`config.mk`:
```
export PLATFORM = sky130hd
export DESIGN_NAME = sorted_key_shift_union_top
export DESIGN_NICKNAME = d
export VERILOG_FILES = /design/src/rtl/skus_pkg.sv /design/src/rtl/skus_front.sv /design/src/rtl/skus_cmd_fifo.sv /design/src/rtl/skus_back.sv /design/src/rtl/sorted_key_shift_union_top.sv
export SDC_FILE = /design/constraint.sdc
export NUM_CORES = 1
export LEC_CHECK = 0
export ABC_AREA = 1
export BUFFER_PORTS_ARGS = -buffer_cell sky130_fd_sc_hd__buf_2
export CAP_MARGIN = 20
export CORE_MARGIN = 2
export CORE_UTILIZATION = 58
export CTS_CLUSTER_SIZE = 14
export DETAILED_ROUTE_END_ITERATION = 8
export GPL_ROUTABILITY_DRIVEN = 1
export PLACE_DENSITY = 0.75
export SLEW_MARGIN = 20
export SYNTH_ARGS = -nofsm -noshare
export SYNTH_HDL_FRONTEND = slang
export SYNTH_SLANG_ARGS = --single-unit
export TNS_END_PERCENT = 50
```
`constraint.sdc`:
```
create_clock -name clk -period 5.9 [get_ports clk]
set_clock_uncertainty 0.15 [all_clocks]
set_input_delay 0.59 -clock clk [delete_from_list [all_inputs] [get_ports clk]]
set_output_delay 0.59 -clock clk [all_outputs]
set_load 0.005 [all_outputs]
```
`src/rtl/skus_pkg.sv`:
```
// shared types and constants for the sorted key shift union block
// no dependencies
package skus_pkg;

  localparam int KEY_W = 32;

  // one classified input item as handed from the front to the back
  typedef struct packed {
    logic [KEY_W-1:0] key;
    logic [KEY_W-1:0] shifted;
    logic             push_ok;
    logic             last;
  } skus_cmd_t;

  typedef enum logic [1:0] {
    ST_IDLE,
    ST_STEP,
    ST_FLUSH
  } skus_state_t;

endpackage

```
`src/rtl/skus_front.sv`:
```
// front end: accepts input keys, holds the offset register, forms the shifted copy
// depends on skus_pkg
module skus_front (
  input  logic                     clk,
  input  logic                     rst_n,
  input  logic                     in_tvalid,
  output logic                     in_tready,
  input  logic [skus_pkg::KEY_W-1:0] in_tdata,  // [31:0] in_key
  input  logic                     in_tlast,
  input  logic                     cfg_valid,
  output logic                     cfg_ready,
  input  logic [skus_pkg::KEY_W-1:0] cfg_data,  // [31:0] key_offset
  input  logic                     cmd_ready,
  output logic                     cmd_push,
  output skus_pkg::skus_cmd_t      cmd_data
);
  import skus_pkg::*;

  logic [KEY_W-1:0] key_offset_r;
  logic [KEY_W:0]   shifted_sum;

  always_ff @(posedge clk) begin
    if (!rst_n) begin
      key_offset_r <= KEY_W'(1);
    end else if (cfg_valid) begin
      key_offset_r <= cfg_data;
    end
  end

  assign cfg_ready = 1'b1;
  assign in_tready = cmd_ready;
  assign cmd_push  = in_tvalid & cmd_ready;

  // carry out of the sum means the copy would leave the key range
  assign shifted_sum = {1'b0, in_tdata} + {1'b0, key_offset_r};

  always_comb begin
    cmd_data.key     = in_tdata;
    cmd_data.shifted = shifted_sum[KEY_W-1:0];
    cmd_data.push_ok = (key_offset_r != '0) && !shifted_sum[KEY_W];
    cmd_data.last    = in_tlast;
  end

endmodule

```
`src/rtl/skus_cmd_fifo.sv`:
```
// two-entry queue of classified items between front and back
// depends on skus_pkg
module skus_cmd_fifo (
  input  logic                clk,
  input  logic                rst_n,
  input  logic                wr_en,
  input  skus_pkg::skus_cmd_t wr_data,
  output logic                wr_ready,
  input  logic                rd_en,
  output logic                rd_valid,
  output skus_pkg::skus_cmd_t rd_data
);
  import skus_pkg::*;

  skus_cmd_t  entry_r [2];
  logic       wr_ptr_r;
  logic       rd_ptr_r;
  logic [1:0] level_r;
  logic       do_wr;
  logic       do_rd;

  assign wr_ready = (level_r != 2'd2);
  assign rd_valid = (level_r != 2'd0);
  assign rd_data  = entry_r[rd_ptr_r];
  assign do_wr    = wr_en & wr_ready;
  assign do_rd    = rd_en & rd_valid;

  always_ff @(posedge clk) begin
    if (do_wr) begin
      entry_r[wr_ptr_r] <= wr_data;
    end
  end

  always_ff @(posedge clk) begin
    if (!rst_n) begin
      wr_ptr_r <= 1'b0;
      rd_ptr_r <= 1'b0;
      level_r  <= 2'd0;
    end else begin
      if (do_wr) begin
        wr_ptr_r <= ~wr_ptr_r;
      end
      if (do_rd) begin
        rd_ptr_r <= ~rd_ptr_r;
      end
      level_r <= level_r + 2'(do_wr) - 2'(do_rd);
    end
  end

endmodule

```
`src/rtl/skus_back.sv`:
```
// back end: pending queue of shifted copies, merge sequencer and output register
// depends on skus_pkg
module skus_back #(
  parameter int PENDING_DEPTH = 16
) (
  input  logic                       clk,
  input  logic                       rst_n,
  input  logic                       cmd_valid,
  input  skus_pkg::skus_cmd_t        cmd,
  output logic                       cmd_take,
  output logic                       out_tvalid,
  input  logic                       out_tready,
  output logic [skus_pkg::KEY_W-1:0] out_tdata,  // [31:0] out_key
  output logic                       out_tlast,
  output logic                       out_tuser   // [0] queue_overflow
);
  import skus_pkg::*;

  localparam int PTR_W = (PENDING_DEPTH > 1) ? $clog2(PENDING_DEPTH) : 1;
  localparam int CNT_W = $clog2(PENDING_DEPTH + 1);
  localparam logic [CNT_W-1:0] DEPTH_CNT = CNT_W'(PENDING_DEPTH);
  localparam logic [PTR_W-1:0] LAST_PTR  = PTR_W'(PENDING_DEPTH - 1);

  skus_state_t state_r, state_nxt;
  skus_cmd_t   cmd_r;
  logic        seen_r;
  logic [CNT_W-1:0] count_r, count_nxt;
  logic [PTR_W-1:0] head_r, head_nxt, tail_r, tail_nxt;
  logic [KEY_W-1:0] head_val_r;
  logic [KEY_W-1:0] pend_mem [PENDING_DEPTH];

  logic             out_valid_r;
  logic [KEY_W-1:0] out_key_r;
  logic             out_last_r;
  logic             out_ovf_r;

  logic             out_free;
  logic             q_nonempty;
  logic             head_lt;
  logic             head_eq;
  logic [CNT_W-1:0] room_cnt;
  logic             push_fit;
  logic [CNT_W-1:0] count_after;

  logic             pop;
  logic             push;
  logic             emit;
  logic [KEY_W-1:0] emit_key;
  logic             emit_last;
  logic             clear_list;

  function automatic logic [PTR_W-1:0] ptr_inc(input logic [PTR_W-1:0] p);
    logic [PTR_W-1:0] r;
    r = (p == LAST_PTR) ? '0 : p + PTR_W'(1);
    return r;
  endfunction

  assign out_free   = !out_valid_r || out_tready;
  assign q_nonempty = (count_r != '0);
  assign head_lt    = q_nonempty && (head_val_r < cmd_r.key);
  assign head_eq    = q_nonempty && (head_val_r == cmd_r.key);
  assign room_cnt   = count_r - CNT_W'(head_eq);
  assign push_fit   = cmd_r.push_ok && (room_cnt < DEPTH_CNT);
  assign count_after = room_cnt + CNT_W'(push_fit);

  // next state
  always_comb begin
    state_nxt = state_r;
    case (state_r)
      ST_IDLE: begin
        if (cmd_valid) begin
          state_nxt = ST_STEP;
        end
      end
      ST_STEP: begin
        if (out_free && !head_lt) begin
          state_nxt = (cmd_r.last && count_after != '0) ? ST_FLUSH : ST_IDLE;
        end
      end
      ST_FLUSH: begin
        if (out_free && count_r == CNT_W'(1)) begin
          state_nxt = ST_IDLE;
        end
      end
      default: state_nxt = ST_IDLE;
    endcase
  end

  // datapath controls
  always_comb begin
    cmd_take   = 1'b0;
    pop        = 1'b0;
    push       = 1'b0;
    emit       = 1'b0;
    emit_key   = head_val_r;
    emit_last  = 1'b0;
    clear_list = 1'b0;
    case (state_r)
      ST_IDLE: begin
        cmd_take = cmd_valid;
      end
      ST_STEP: begin
        if (out_free) begin
          emit = 1'b1;
          if (head_lt) begin
            pop = 1'b1;
          end else begin
            // an equal head is dropped, then the key goes out and its copy is queued if allowed and it fits
            pop        = head_eq;
            push       = push_fit;
            emit_key   = cmd_r.key;
            emit_last  = cmd_r.last && (count_after == '0);
            clear_list = emit_last;
          end
        end
      end
      ST_FLUSH: begin
        if (out_free) begin
          emit       = 1'b1;
          pop        = 1'b1;
          emit_last  = (count_r == CNT_W'(1));
          clear_list = emit_last;
        end
      end
      default: begin
        cmd_take = 1'b0;
      end
    endcase
  end

  assign head_nxt  = pop  ? ptr_inc(head_r) : head_r;
  assign tail_nxt  = push ? ptr_inc(tail_r) : tail_r;
  assign count_nxt = count_r - CNT_W'(pop) + CNT_W'(push);

  // pending queue storage; the read port follows the head, bypassing a same-slot write
  always_ff @(posedge clk) begin
    if (push) begin
      pend_mem[tail_r] <= cmd_r.shifted;
    end
    if (push && tail_r == head_nxt) begin
      head_val_r <= cmd_r.shifted;
    end else begin
      head_val_r <= pend_mem[head_nxt];
    end
  end

  always_ff @(posedge clk) begin
    if (cmd_take) begin
      cmd_r <= cmd;
    end
    if (emit) begin
      out_key_r  <= emit_key;
      out_last_r <= emit_last;
      out_ovf_r  <= seen_r;
    end
  end

  always_ff @(posedge clk) begin
    if (!rst_n) begin
      state_r     <= ST_IDLE;
      seen_r      <= 1'b0;
      count_r     <= '0;
      head_r      <= '0;
      tail_r      <= '0;
      out_valid_r <= 1'b0;
    end else begin
      state_r <= state_nxt;
      count_r <= count_nxt;
      head_r  <= head_nxt;
      tail_r  <= tail_nxt;
      // a full queue whose head lies above the key sees no pops, so the push is lost
      if (cmd_take) begin
        seen_r <= seen_r | (cmd.push_ok && count_r == DEPTH_CNT && head_val_r > cmd.key);
      end else if (clear_list) begin
        seen_r <= 1'b0;
      end
      if (emit) begin
        out_valid_r <= 1'b1;
      end else if (out_tready) begin
        out_valid_r <= 1'b0;
      end
    end
  end

  assign out_tvalid = out_valid_r;
  assign out_tdata  = out_key_r;
  assign out_tlast  = out_last_r;
  assign out_tuser  = out_ovf_r;

endmodule

```
`src/rtl/sorted_key_shift_union_top.sv`:
```
// top level of the sorted key shift union block
// depends on skus_pkg, skus_front, skus_cmd_fifo, skus_back
//
// in_*  : ascending unique keys, tlast ends a list
// out_* : ascending union of the keys and the keys plus key_offset, tlast on the
//         final result of a list, tuser set once a shifted copy was lost to a full queue
// cfg_* : writes key_offset (reset value 1, zero disables copies); always ready,
//         write only while no list is in flight
// the front puts each key in a two-entry queue, so up to two keys wait while the back
// works. the back loads an item in its idle state, then sends the queued copies below
// the key and then the key; a final key then flushes the copies left. no new item is
// loaded until the last is done. a key passes the front queue, the item register and
// the output register. the merge sequencer and its single pending-queue read port set
// the pace. a stalled out_tready holds the result register and the sequencer; the
// input keeps flowing until the front queue fills. reset empties all queues, clears
// the overflow flag and drops out_tvalid; no memory clearing pass is needed
module sorted_key_shift_union_top #(
  parameter int PENDING_DEPTH = 16
) (
  input  logic                       clk,
  input  logic                       rst_n,
  input  logic                       in_tvalid,
  output logic                       in_tready,
  input  logic [skus_pkg::KEY_W-1:0] in_tdata,   // [31:0] in_key
  input  logic                       in_tlast,
  output logic                       out_tvalid,
  input  logic                       out_tready,
  output logic [skus_pkg::KEY_W-1:0] out_tdata,  // [31:0] out_key
  output logic                       out_tlast,
  output logic                       out_tuser,  // [0] queue_overflow
  input  logic                       cfg_valid,
  output logic                       cfg_ready,
  input  logic [skus_pkg::KEY_W-1:0] cfg_data    // [31:0] key_offset
);
  import skus_pkg::*;

  skus_cmd_t front_cmd;
  skus_cmd_t back_cmd;
  logic      front_push;
  logic      fifo_ready;
  logic      fifo_valid;
  logic      back_take;

  skus_front u_front (
    .clk       (clk),
    .rst_n     (rst_n),
    .in_tvalid (in_tvalid),
    .in_tready (in_tready),
    .in_tdata  (in_tdata),
    .in_tlast  (in_tlast),
    .cfg_valid (cfg_valid),
    .cfg_ready (cfg_ready),
    .cfg_data  (cfg_data),
    .cmd_ready (fifo_ready),
    .cmd_push  (front_push),
    .cmd_data  (front_cmd)
  );

  skus_cmd_fifo u_cmd_fifo (
    .clk      (clk),
    .rst_n    (rst_n),
    .wr_en    (front_push),
    .wr_data  (front_cmd),
    .wr_ready (fifo_ready),
    .rd_en    (back_take),
    .rd_valid (fifo_valid),
    .rd_data  (back_cmd)
  );

  skus_back #(
    .PENDING_DEPTH (PENDING_DEPTH)
  ) u_back (
    .clk        (clk),
    .rst_n      (rst_n),
    .cmd_valid  (fifo_valid),
    .cmd        (back_cmd),
    .cmd_take   (back_take),
    .out_tvalid (out_tvalid),
    .out_tready (out_tready),
    .out_tdata  (out_tdata),
    .out_tlast  (out_tlast),
    .out_tuser  (out_tuser)
  );

endmodule

```
==> metrics.log <==
[metrics] Total Die Area: 61490 um^2
[metrics] die height: 248.0 um
[metrics] worst ir drop on vdd: 0.3476 mV
[metrics] static leakage: 14.23 nW
[metrics] top area cells in the synthesized netlist: sky130_fd_sc_hd__edfxtp_1, sky130_fd_sc_hd__ha_1, sky130_fd_sc_hd__o21ai_0, sky130_fd_sc_hd__mux2i_1, sky130_fd_sc_hd__dfxtp_1
[metrics] Site Rows: 89
[metrics] Boundary Pins: 107
[metrics] total number of nets in the final design: 3046
[metrics] syn avg cell area: 12.70 um^2
[metrics] floorplan core area: 58910 um^2
[metrics] total negative slack for setup checks: 0 ps
[metrics] area delta synth->final: 12.91%
[metrics] final wirelength: 79360 um
[metrics] library cell contributing the largest single delay on the critical path: sky130_fd_sc_hd__dfxtp_4
[metrics] die width: 248.0 um
[metrics] min Tclk post-route: 5493 ps
[metrics] PwrDens: 425.7 nW/um^2
[metrics] number of setup violations in the final report: 0
[metrics] CTS tree: done
[metrics] total CTS buffers: 78
[metrics] EDFF count, synth: 744
[metrics] via count: 21690
[metrics] relative slew slack: 0.3742
[metrics] fraction of the yosys area taken by sequential cells: 0.6808
[metrics] Crit path required time: 6180 ps
[metrics] root buffer selected by CTS: sky130_fd_sc_hd__clkbuf_16
[metrics] type of element launching the critical path: flop
[metrics] largest area contributor in the synthesized netlist: sky130_fd_sc_hd__edfxtp_1
[metrics] Synth Instances: 2718
[metrics] number of global-route vias before repair: 21420
[metrics] number of detailed-routing iterations run before antenna repair: 6
[metrics] Final WS setup: 407.2 ps
[metrics] depth of the CTS H-tree: 3
[metrics] routed wire length per instance: 21.49 um
[metrics] Critical Setup Path Class: reg2reg
[metrics] GPL Wtd Cong: 0.9083
[metrics] initial antenna violation count: 1
[metrics] fraction of the cycle the final worst path needs: 0.9310
[metrics] share of synthesized flip-flops with an asynchronous set or reset: 0
[metrics] transition time of the tightest slew-check pin: 938.7 ps
[metrics] number of port buffers: 105
[metrics] clock latency reported for the late side of the worst-skew pair: 620 ps
[metrics] Hold Worst Slack: 31.15 ps
[metrics] clock sink total: 802
[metrics] post-synthesis sequential element count: 802
[metrics] number of warnings reported in the yosys synthesis log: 0
[metrics] max-capacitance violation count: 0
[metrics] area share of the leading cell type in the synthesized netlist: 0.6471
[metrics] arrival time of data at the critical path endpoint: 5770 ps
[metrics] Post-DRT Antenna Nets: 0
[metrics] initial core utilization: 0.5861
[metrics] kind of end point of the critical path: flop
[metrics] diodes inserted: 0
[metrics] vias per cell: 5.876
[metrics] library cells used by synthesis: 47
[metrics] first-pass GRT wire length: 121000 um
[metrics] DRC violations left: 0
[metrics] final core utilization: 0.6618
[metrics] clock transition time at the flip-flop clock pins of the worst setup and hold paths: 60 ps
[metrics] run status: completed
[metrics] maximum cell stage delay along the critical path: 570 ps
[metrics] net count after synthesis: 2908
[metrics] layout cells sized above 1: 0.1233
[metrics] netlist area before placement: 34520 um^2
[metrics] pre-CTS WS: 557.1 ps
[metrics] type of the most critical hold path: in2reg
[metrics] number of max-slew violations in the final report: 0
[metrics] initial DRC count: 2302
[metrics] maximum clock frequency: 182.1 MHz
[metrics] All-Layer GR Usage: 0.2616
[metrics] final hold viol count: 0
[metrics] maximum fanout along the worst path: 56
[metrics] CTS Buffer Depth: 3
[metrics] Post-synth top flop: sky130_fd_sc_hd__edfxtp_1
[metrics] commonest cells after routing, fill and taps aside: sky130_fd_sc_hd__edfxtp_1, sky130_fd_sc_hd__inv_1, sky130_fd_sc_hd__o21ai_0
[metrics] hpwl dp: 50660 um
[metrics] overall power: 16.60 mW
[metrics] overall overflow remaining after global route: 0
[metrics] largest net degree at the start of global routing: 73
[metrics] most common library cell in the layout ignoring fill and taps: sky130_fd_sc_hd__edfxtp_1
[metrics] unrepaired setup endpoints after global routing: false
registers in the layout (all words and copies together), names as in the netlist, 2 cells and up, named ones only:
register	cells
u_back.tail_r	4
u_back.pend_mem	512
u_back.count_r	5
u_back.head_r	4
u_cmd_fifo.level_r	2
u_back.state_r	2
u_back.cmd_r	66
u_back.out_tdata	32
u_front.key_offset_r	32
u_cmd_fifo.entry_r	132
kinds of logic after synthesis:
family                   synth area share
flip-flops                         0.6808
AO/OA/AOI/OAI                      0.1091
AND/OR/NAND/NOR                   0.06074
buffers and inverters             0.04951
multiplexers                      0.04853
adder cells (fa/ha/maj)           0.04392
XOR/XNOR                         0.007357
other                           0.0001086
path summary, 6_finish.rpt:
check	from	endpoint	slack (ps)	cells after the start
min	in_tdata[0]	u_cmd_fifo.entry_r[0][34]	30	1
min reg2reg	u_cmd_fifo.rd_ptr_r	flop	320	1
max	flop	u_back.out_tlast	410	31
max reg2reg	flop	u_back.out_tlast	410	31
layer usage:
metal / share of wire / up-vias / routed length, um / global-route usage
met5: 0.00016 / - / 13 / 0
met4: 0.032 / 2 / 2552 / 0.09317
met3: 0.079 / 189 / 6294 / 0.04660
met2: 0.48 / 968 / 38220 / 0.4282
met1: 0.41 / 10430 / 32280 / 0.3544
li1: - / 10110 / - / -
layout make-up:
class | instances | area (um^2)
flip-flops and latches | 802 | 23520
multi-input cells | 1485 | 9467
inverters | 311 | 1169
well taps | 773 | 967.2
clock inverters | 39 | 329.1
repair buffers | 178 | 1380
clock buffers | 104 | 2153
fillers | 4015 | 19930
power breakdown:
group	total, mW	switching, mW	internal (mW)
Clock	4.85	2.06	2.79
Sequential	8.22	0.720	7.50
Combinational	3.52	2.27	1.26
cell usage after synthesis, drive strengths merged, types with 4 or more instances:
cell type	instances
o21ai	298
o21bai	5
nor4	11
a21boi	4
mux2	35
o211ai	132
xor2	17
a21o	7
buf	47
nor3	13
clkbuf	73
nand4	14
nand3	62
nor2	134
dfxtp	58
xnor2	12
a31oi	6
edfxtp	744
nand2	260
inv	309
a21oi	215
mux2i	128
ha	118
worst max-delay path, delay by kind of cell, from the launching register on:
kind	cells	cell delay, ps
compound gates	7	980
fa+ha+maj	5	1090
buf+inv	7	930
simple gates	12	1530
flops	1	570
per-stage QoR:
stage,instances,instance area [um^2]
after floorplan,2718,34520
after global placement,3548,36490
after global routing,3692,38980
after CTS,3692,38980
final,3692,38980
after detailed placement,3548,36490
what timing repair did:
item                                    in CTS  in global routing
buffers inserted                             0                  0
hold buffers                                 1                  0
hold endpoints to repair                     2                  0
endpoints found under the setup margin       0                  3
resized for setup                            0                  1
Power figures use the tool's default switching activity.
